<file path="src/hw/rtl/sbc_pkg.sv">
package sbc_pkg;

  // Classification result codes
  typedef logic [1:0] relation_t;

  localparam relation_t REL_DISJOINT   = 2'd0;
  localparam relation_t REL_INTERSECTS = 2'd1;
  localparam relation_t REL_CONTAINS   = 2'd2;

  // Configuration register indexes
  localparam int CFG_INDEX_BITS = 3;
  typedef logic [CFG_INDEX_BITS-1:0] cfg_index_t;

  localparam cfg_index_t REG_CENTER_X       = 3'd0;
  localparam cfg_index_t REG_CENTER_Y       = 3'd1;
  localparam cfg_index_t REG_CENTER_Z       = 3'd2;
  localparam cfg_index_t REG_RADIUS_SQUARED = 3'd3;

endpackage

</file>
<file path="src/hw/rtl/sbc_axis.sv">
module sbc_axis #(
  parameter int COORD_BITS = 16
) (
  input  logic                         clk,
  input  logic                         en,
  input  logic signed [COORD_BITS-1:0] center,
  input  logic signed [COORD_BITS-1:0] lo,
  input  logic signed [COORD_BITS-1:0] hi,
  output logic [2*COORD_BITS+1:0]      elo,
  output logic [2*COORD_BITS+1:0]      ehi,
  output logic                         lo_neg,
  output logic                         hi_neg
);

  localparam int DIFF_BITS = COORD_BITS + 1;
  localparam int SQ_BITS   = 2 * COORD_BITS + 2;

  logic signed [DIFF_BITS-1:0] dlo;
  logic signed [DIFF_BITS-1:0] dhi;
  logic [DIFF_BITS-1:0]        alo;
  logic [DIFF_BITS-1:0]        ahi;
  logic [SQ_BITS-1:0]          elo_next;
  logic [SQ_BITS-1:0]          ehi_next;

  // centre to min face, max face to centre
  assign dlo = DIFF_BITS'(center) - DIFF_BITS'(lo);
  assign dhi = DIFF_BITS'(hi) - DIFF_BITS'(center);

  // magnitude fits: |d| <= 2^COORD_BITS
  assign alo = dlo[DIFF_BITS-1] ? DIFF_BITS'(-dlo) : DIFF_BITS'(dlo);
  assign ahi = dhi[DIFF_BITS-1] ? DIFF_BITS'(-dhi) : DIFF_BITS'(dhi);

  assign elo_next = SQ_BITS'(alo) * SQ_BITS'(alo);
  assign ehi_next = SQ_BITS'(ahi) * SQ_BITS'(ahi);

  always_ff @(posedge clk) begin
    if (en) begin
      elo    <= elo_next;
      ehi    <= ehi_next;
      lo_neg <= dlo[DIFF_BITS-1];
      hi_neg <= dhi[DIFF_BITS-1];
    end
  end

endmodule

</file>
<file path="src/hw/rtl/sbc_classify.sv">
module sbc_classify #(
  parameter int COORD_BITS = 16
) (
  input  logic [2:0][2*COORD_BITS+1:0] elo,
  input  logic [2:0][2*COORD_BITS+1:0] ehi,
  input  logic [2:0]                   lo_neg,
  input  logic [2:0]                   hi_neg,
  input  logic [2*COORD_BITS+1:0]      radius_squared,
  output sbc_pkg::relation_t           relation
);
  import sbc_pkg::*;

  localparam int SQ_BITS = 2 * COORD_BITS + 2;

  logic [2:0][SQ_BITS-1:0] gap;
  logic [SQ_BITS-1:0]      dist_sum;
  logic [2:0]              fit_lo;
  logic [2:0]              fit_hi;

  always_comb begin
    for (int i = 0; i < 3; i++) begin
      if (lo_neg[i]) begin
        gap[i] = elo[i];
      end else if (hi_neg[i]) begin
        gap[i] = ehi[i];
      end else begin
        gap[i] = '0;
      end
      fit_lo[i] = (elo[i] <= radius_squared);
      fit_hi[i] = (ehi[i] <= radius_squared);
    end
  end

  // three squares of at most 2^(2*COORD_BITS) each: no overflow
  assign dist_sum = gap[0] + gap[1] + gap[2];

  always_comb begin
    if (dist_sum > radius_squared) begin
      relation = REL_DISJOINT;
    end else if (&{fit_lo, fit_hi}) begin
      relation = REL_CONTAINS;
    end else if (|{fit_lo, fit_hi}) begin
      relation = REL_INTERSECTS;
    end else begin
      relation = REL_DISJOINT;
    end
  end

endmodule

</file>
<file path="src/hw/rtl/sphere_box_containment.sv">
// Sphere against axis-aligned box classifier. Each accepted word is one box
// (min and max corners, signed COORD_BITS-bit fixed point); each box yields
// exactly one relation word: disjoint, intersects or contains, in arrival
// order. The sphere (centre and squared radius) sits in four registers on the
// config port; write them only while no box is in flight. cfg_ready is always
// high and writes to indexes above radius_squared are dropped. Throughput is
// one box per clock while out_stall is low; each box passes through three
// register stages: an input register, a register after the per-axis squares
// (one 17x17-bit squarer per face at the default width), and the result
// register after the distance sum and face compares. in_stall follows
// out_stall combinationally only when every stage is full.
module sphere_box_containment #(
  parameter int COORD_BITS = 16
) (
  input  logic                         clk,
  input  logic                         rst,
  // config write channel
  input  logic                         cfg_valid,
  output logic                         cfg_ready,
  input  sbc_pkg::cfg_index_t          cfg_index,
  input  logic [2*COORD_BITS+1:0]      cfg_data,
  // box channel
  input  logic                         in_valid,
  output logic                         in_stall,
  input  logic signed [COORD_BITS-1:0] box_min_x,
  input  logic signed [COORD_BITS-1:0] box_min_y,
  input  logic signed [COORD_BITS-1:0] box_min_z,
  input  logic signed [COORD_BITS-1:0] box_max_x,
  input  logic signed [COORD_BITS-1:0] box_max_y,
  input  logic signed [COORD_BITS-1:0] box_max_z,
  // result channel
  output logic                         out_valid,
  input  logic                         out_stall,
  output sbc_pkg::relation_t           relation
);
  import sbc_pkg::*;

  localparam int SQ_BITS = 2 * COORD_BITS + 2;

  // sphere registers
  logic signed [2:0][COORD_BITS-1:0] center;
  logic [SQ_BITS-1:0]                radius_squared;

  // stage 1: registered box
  logic                              s1_valid;
  logic signed [2:0][COORD_BITS-1:0] s1_lo;
  logic signed [2:0][COORD_BITS-1:0] s1_hi;

  // stage 2: registered squares and gap signs
  logic                    s2_valid;
  logic [2:0][SQ_BITS-1:0] s2_elo;
  logic [2:0][SQ_BITS-1:0] s2_ehi;
  logic [2:0]              s2_lo_neg;
  logic [2:0]              s2_hi_neg;

  relation_t relation_next;

  logic out_take;
  logic s2_ready;
  logic s1_ready;
  logic in_take;
  logic s2_load;

  // a stage may load when empty or when its word moves on this cycle
  assign out_take = !out_valid || !out_stall;
  assign s2_ready = !s2_valid || out_take;
  assign s1_ready = !s1_valid || s2_ready;
  assign in_stall = !s1_ready;
  assign in_take  = in_valid && s1_ready;
  assign s2_load  = s1_valid && s2_ready;

  assign cfg_ready = 1'b1;

  always_ff @(posedge clk) begin
    if (rst) begin
      center         <= '0;
      radius_squared <= '0;
    end else if (cfg_valid) begin
      case (cfg_index)
        REG_CENTER_X:       center[0] <= cfg_data[COORD_BITS-1:0];
        REG_CENTER_Y:       center[1] <= cfg_data[COORD_BITS-1:0];
        REG_CENTER_Z:       center[2] <= cfg_data[COORD_BITS-1:0];
        REG_RADIUS_SQUARED: radius_squared <= cfg_data;
        default: ;
      endcase
    end
  end

  // valid bits
  always_ff @(posedge clk) begin
    if (rst) begin
      s1_valid  <= 1'b0;
      s2_valid  <= 1'b0;
      out_valid <= 1'b0;
    end else begin
      if (s1_ready) s1_valid <= in_valid;
      if (s2_ready) s2_valid <= s1_valid;
      if (out_take) out_valid <= s2_valid;
    end
  end

  // payload, no reset
  always_ff @(posedge clk) begin
    if (in_take) begin
      s1_lo <= {box_min_z, box_min_y, box_min_x};
      s1_hi <= {box_max_z, box_max_y, box_max_x};
    end
    if (s2_valid && out_take) begin
      relation <= relation_next;
    end
  end

  for (genvar a = 0; a < 3; a++) begin : g_axis
    sbc_axis #(
      .COORD_BITS(COORD_BITS)
    ) u_axis (
      .clk   (clk),
      .en    (s2_load),
      .center(center[a]),
      .lo    (s1_lo[a]),
      .hi    (s1_hi[a]),
      .elo   (s2_elo[a]),
      .ehi   (s2_ehi[a]),
      .lo_neg(s2_lo_neg[a]),
      .hi_neg(s2_hi_neg[a])
    );
  end

  sbc_classify #(
    .COORD_BITS(COORD_BITS)
  ) u_classify (
    .elo           (s2_elo),
    .ehi           (s2_ehi),
    .lo_neg        (s2_lo_neg),
    .hi_neg        (s2_hi_neg),
    .radius_squared(radius_squared),
    .relation      (relation_next)
  );

endmodule

</file>
<file path="config.mk">
export PLATFORM = sky130hd
export DESIGN_NAME = sphere_box_containment
export DESIGN_NICKNAME = d
export VERILOG_FILES = /design/src/hw/rtl/sbc_pkg.sv /design/src/hw/rtl/sbc_axis.sv /design/src/hw/rtl/sbc_classify.sv /design/src/hw/rtl/sphere_box_containment.sv
export SDC_FILE = /design/constraint.sdc
export NUM_CORES = 2
export LEC_CHECK = 0
export ABC_CLOCK_PERIOD_IN_PS = 8500
export BUFFER_PORTS_ARGS = -buffer_cell sky130_fd_sc_hd__buf_2
export CORE_MARGIN = 2
export CORE_UTILIZATION = 36
export DETAILED_ROUTE_END_ITERATION = 6
export SLEW_MARGIN = 15
export SYNTH_ARGS = -nofsm -noshare
export SYNTH_HDL_FRONTEND = slang
export SYNTH_HIERARCHICAL = 1
export SYNTH_SLANG_ARGS = --single-unit
export TNS_END_PERCENT = 10
</file>
<file path="constraint.sdc">
create_clock -name clk -period 8.5 [get_ports clk]
set_input_delay 0.425 -clock clk [delete_from_list [all_inputs] [get_ports clk]]
set_output_delay 0.425 -clock clk [all_outputs]
set_load 0.005 [all_outputs]
</file>
## Word level (Yosys, flattened, before mapping)

Index checks and enable logic that the tools add are counted.

- Output and inout bits: 5
- Bits of input ports: 138
- Word-level logic and storage cells: 90
- Register bits after elaboration: 393

- Equality and inequality tests: 3
- Order comparisons: 7
- Add/subtract/negate cells: 14
- Reductions and logical operators: 19
- Muxes and demuxes: 14
- $mul: 6

Operators with widths:

| cell | number |
|---|---|
| 34-bit <= comparator | 6 |
| 17-bit by 17-bit multiplier with 34-bit output | 6 |
| 34-bit 2-to-1 mux | 6 |
| 17-bit 2-to-1 mux | 6 |
| 17-bit negation | 6 |
| 16-bit by 16-bit subtractor with 17-bit output | 6 |
| 34-bit adder | 2 |
| 34-bit greater-than comparator | 1 |
| 2-bit AND reduction | 4 |
| 3-bit by 2-bit == test with 1-bit output (second input constant) | 2 |
| 6-bit AND reduction | 1 |
| 6-bit OR reduction | 1 |
| 1-bit zero test | 5 |
| 3-bit by 1-bit == test with 1-bit output (second input constant) | 1 |
| 1-bit logical AND | 3 |
| 3-bit zero test | 1 |
| 1-bit logical OR | 3 |
| 2-bit 2-to-1 mux | 1 |
| 2-bit OR reduction | 1 |
| 1-bit 2-to-1 mux | 1 |

## Depth between registers and ports, before layout

- Word-level depth: 6
- Mapped depth: 40
- Gate-level depth less buffers: 37

## Cells and area by module

The synthesis kept the hierarchy.

By module, submodules not included:

| module | cells an instance | seq. area each (sq um) | area each (sq um) | instances |
|---|---|---|---|---|
| sbc_axis (g_axis[0].u_axis) | 2308 | 2042.0 | 20862.5 | 1 |
| sbc_axis (g_axis[2].u_axis) | 2281 | 2042.0 | 20669.8 | 1 |
| sbc_axis (g_axis[1].u_axis) | 2259 | 2042.0 | 20468.4 | 1 |
| sbc_classify | 1099 | 0.0 | 8635.8 | 1 |
| sphere_box_containment | 424 | 4644.5 | 6443.7 | 1 |

## Worst setup path after synthesis

No wires, ideal clock.

- Path type: reg2reg
- Start: register center[32] (netlist name)
- End: register g_axis[2].u_axis.elo[33] (data pin)
- Required time: 8.240 ns
- Cell stages (with the launch flop): 39
- Path slack: -0.637 ns
- Data arrival time: 8.876 ns
- Period minus slack after synthesis: 9.137 ns
- Setup time: 0.260 ns
- Path buffers: 2
- Path through: dfxtp_1 inv_1 ha_1 fa_1 nor2b_1 o2111a_1 nor4_4 or3_1 a31o_2 o21ai_2 inv_1 buf_2 o31ai_1 xor2_1 inv_1 buf_2 nand2_1 inv_1 [... 3 more ...] fa_1 inv_1 fa_1 fa_1 inv_1 fa_1 inv_1 ha_1 and4_1 nand3_1 o21ai_0 o21ai_0 a31oi_1 o41ai_1 o21ai_0 or4_1 a31oi_1 xnor2_1

- Longest elaborated chain between the ends: 4

Ends and longest elaborated chain:

| element | line | source |
|---|---|---|
| start, declared | sphere_box_containment.sv:41 | `logic signed [2:0][COORD_BITS-1:0] center;` |
| 16-bit by 16-bit subtractor with 17-bit output * | sbc_axis.sv:26 | `assign dlo = DIFF_BITS'(center) - DIFF_BITS'(lo);` |
| via g_axis[2].u_axis.dlo[16] | sbc_axis.sv:18 | `logic signed [DIFF_BITS-1:0] dlo;` |
| 17-bit negation | sbc_axis.sv:30 | `assign alo = dlo[DIFF_BITS-1] ? DIFF_BITS'(-dlo) : DIFF_BITS'(dlo);` |
| 17-bit 2-to-1 mux * | sbc_axis.sv:30 |  |
| 17-bit by 17-bit multiplier with 34-bit output * | sbc_axis.sv:33 | `assign elo_next = SQ_BITS'(alo) * SQ_BITS'(alo);` |
| via g_axis[2].u_axis.elo_next[33] | sbc_axis.sv:22 | `logic [SQ_BITS-1:0] elo_next;` |
| end signal, assigned | sbc_axis.sv:38 | `elo <= elo_next;` |
| end, declared | sbc_axis.sv:9 | `output logic [2*COORD_BITS+1:0] elo,` |

The timed path passes the listed nets; every way through them passes the cells marked *.
A chain may end at the register's enable or synchronous reset.

## Worst setup path after layout

- Start: register s1_lo[32] (netlist name)
- End: register g_axis[2].u_axis.elo[33] (data pin)

- Longest elaborated chain between the ends: 4

Ends and longest elaborated chain:

| element | line | source |
|---|---|---|
| start, declared | sphere_box_containment.sv:46 | `logic signed [2:0][COORD_BITS-1:0] s1_lo;` |
| start signal, assigned | sphere_box_containment.sv:105 | `s1_lo <= {box_min_z, box_min_y, box_min_x};` |
| 16-bit by 16-bit subtractor with 17-bit output * | sbc_axis.sv:26 |  |
| 17-bit negation | sbc_axis.sv:30 |  |
| 17-bit 2-to-1 mux * | sbc_axis.sv:30 |  |
| 17-bit by 17-bit multiplier with 34-bit output * | sbc_axis.sv:33 |  |
| via g_axis[2].u_axis.elo_next[33] | sbc_axis.sv:22 |  |

Marked as above.

==> impl_metrics.ini <==
[grt]
antenna_violations_before_repair = 6
grt_remaining_overflow = 0
first_global_vias = 66330
wire_length_of_the_first_global_routing_pass_mm = 367.6
maximum_number_of_pins_on_one_net_before_global_route_repair = 102
tot_gr_track_use_pct = 21.50

[setup_path]
r2r-end = g_axis[2].u_axis/elo[33]
timing_worst_setup_path_type = reg -> reg
cp_top_family = adder cells
crit_required_ns = 8.89
crit-reg2reg-launch = s1_lo[32]
cp_max_fo = 5
worst_setup_path_start_kind = flip-flop
crit_slowest_cell = sky130_fd_sc_hd__fa_1
worst_setup_end_kind = flip-flop
crit_path_max_incr_delay_ns = 0.56
critPathBufInv = 3
regToRegSetupSlack_ns = -0.29
critPathMostFrequentCell = sky130_fd_sc_hd__fa_1
cp.arrival_ns = 9.18
worst-r2r-cell-count = 31

[synth]
synth_edf_count = 302
syn_avg_cell_area_um2 = 9.208
synth.top_cells.by_area = sky130_fd_sc_hd__fa_1 31%, sky130_fd_sc_hd__ha_1 16%, sky130_fd_sc_hd__edfxtp_1 12%, sky130_fd_sc_hd__inv_1 9.3%, sky130_fd_sc_hd__nand2_1 3.3%
top_flip_flop_cell_by_instance_count_after_synthesis = sky130_fd_sc_hd__edfxtp_1
synthDistinctLibCells = 123
synthesis.area_mm2 = 0.07708
async_reset_ff_share_pct = 0
synth_largest_area_cell = sky130_fd_sc_hd__fa_1
postSynthRegisterBits = 387
ys.warnings.count = 6
synthesis.instances = 8371
synth_seq_area_share_pct = 13.97
yosysTopAreaCellShare_pct = 30.96

[route]
route.vias.total = 63290
drt-vias-per-instance = 4.995
route.antenna.remaining_nets = 0
drt_iter0_markers = 4177
wirelength_mm = 234.3
drc = 0
detailedRoute.firstPassIterationCount = 7
wl_per_cell_um = 18.49

[die]
design.portCount = 143
die_width_um = 466.7
fp.dieArea_mm2 = 0.2178
floorplan.core_area_mm2 = 0.2125
floorplan.initialDensity_pct = 36.27
fp.dieH_um = 466.7
placement_rows = 169

[worst_hold_path]
hold_end = s1_hi[1]
min-delay-start = box_max_x[1]
min-delay-path-class = in -> reg
hold_path_depth = 1

[place]
gpl.final_weighted_congestion = 0.9723
port-buffer-count = 141
hpwl_after_detailed_placement_mm = 199.3

[clocking]
clkLatencyLatePin_ns = 0.67
cts_made_buffers = 47
htreeDepth = 2
clock_tree.root_cell = sky130_fd_sc_hd__clkbuf_16
clock_path_buffers = 3
clock-sinks = 387
cts_tree = done
worst_setup_hold_path_clk_slew_ns = 0.07

[timing]
grt_setup_unrepaired = yes
tightest_slew_ns = 1.191
max-slew-margin-rel_pct = 20.21
final_period_minus_worst_setup_slack_ns = 8.785
hold_violations = 0
final_clock_period_utilization_by_the_worst_path_pct = 103.4
final-max-slew-violation-count = 0
clock-skew-final_ns = 0.06770
clock.fmax_mhz = 113.8
report.final.setup_viol = 20
setup-tns-final_ns = -1.301
fin_ws_ns = -0.2853

[outcome]
outcome = finished, violations left
violations = setup timing

[layout]
regArea_mm2 = 0.01079
n_fill_cell = 20320
footprint_of_the_multi_input_gates_mm2 = 0.06051
final_common_cell = sky130_fd_sc_hd__inv_1
area_growth_syn_to_fin_pct = 23.75
layout.cells.most_common_list = 1870 x sky130_fd_sc_hd__inv_1, 1237 x sky130_fd_sc_hd__buf_4, 1173 x sky130_fd_sc_hd__fa_1, 957 x sky130_fd_sc_hd__ha_1, 652 x sky130_fd_sc_hd__nand2_1
design.final.nets = 12130
drive_above_1_share_pct = 20.47

[flow_run]
max-cap-violations = 0
[Yosys cell counts (all sizes together) (29+ instances only)]
master  number
nand4       68
xor2       126
o21a        68
or3         37
and2        49
nand2      676
o21ai      217
a31oi       34
nand3       88
a211oi      45
a21o       141
inv       1934
nand2b     182
xnor2      251
ha         993
o31ai       30
a22oi       96
mux2i       91
nor3        91
fa        1192
nor2b       51
a21oi      318
and3        39
dfxtp       85
nor4        29
buf         52
clkbuf     149
edfxtp     302
nor2       556
[worst max path at each step]
stage | start | to | slack, ns | depth (start not counted)
after global placement | center[0] | g_axis[0].u_axis/elo[33] | -0.46 | 33
after floorplan | center[32] | g_axis[2].u_axis/elo[33] | -0.07 | 34
final | s1_lo[32] | g_axis[2].u_axis/elo[33] | -0.29 | 31
after global routing | s1_lo[33] | g_axis[2].u_axis/elo[33] | -0.62 | 31
after detailed placement | center[0] | g_axis[0].u_axis/elo[33] | -0.54 | 33
after CTS | s1_lo[32] | g_axis[2].u_axis/elo[33] | -0.31 | 31
[sequential cells by signal (all words and copies together), names as in the netlist]
name                  count
s1_valid                  1
out_valid                 1
g_axis.u_axis/ehi        99
s1_lo                    48
radius_squared           34
g_axis.u_axis/lo_neg      3
g_axis.u_axis/hi_neg      3
g_axis.u_axis/elo        99
center                   48
s2_valid                  1
s1_hi                    48
relation                  2
[area by class of cell]
type	count	area share, %
flip-flops and latches	387	11.31
repair buffers	1516	12.12
clock inverters	30	0.3201
clock buffers	58	1.418
diodes	4	0.01049
well taps	2821	3.700
inverters	1948	7.687
multi-input cells	5907	63.44
[worst reg2reg max path: cells and delay by family, from the launching register on]
| kind | cells | cell delay, ns |
|---|---|---|
| buffers and inverters | 3 | 0.14 |
| adder cells (fa/ha/maj) | 9 | 3.78 |
| flip-flops | 1 | 0.43 |
| XOR/XNOR | 2 | 0.32 |
| AO/OA/AOI/OAI | 11 | 2.54 |
| AND/OR/NAND/NOR | 6 | 1.30 |
[cell families after synthesis]
logic type	synth area share, %
and+or+nand+nor	12.06
muxes	1.274
AOI/OAI and AO/OA	10.51
other	0.03409
xor gates and xnor gates	4.454
DFF	13.97
buffers and inverters	10.61
adders and majority gates	47.08
[per-stage QoR]
step	area, µm²	setup slack [ns]	cells	util [%]	hold slack, ns
after CTS	94010	-0.3114	12630	44.24	0.01481
after global placement	90230	-0.4627	12410	42.46	0.4541
after floorplan	77730	-0.06920	8443	-	0.4347
after detailed placement	90230	-0.5377	12410	42.46	0.4618
after global routing	95380	-0.6194	12670	44.88	0.03732
final	95390	-0.2853	12670	44.89	0.07592
[layer usage]
layer  wire, µm  vias up  part of all wire, %  global-route usage, %
met5         11        -               0.0047                      0
met2     113800     1572                   49                  36.70
li1           -    29660                    -                      -
met4      10100        2                  4.3                  8.091
met1      98530    31720                   42                  28.09
met3      11900      333                  5.1                  2.140
[timing repair]
item                       in CTS  in global routing
hold buffers                   93                  0
buffers inserted               41                 41
pin swaps                     130                162
setup endpoints to repair      68                 90
hold endpoints to repair       93                  0
gates resized for setup       219                251
Power is left out: the tool's default activity adds up to more than one toggle a clock period on the data nets, which glitch-free logic cannot reach.
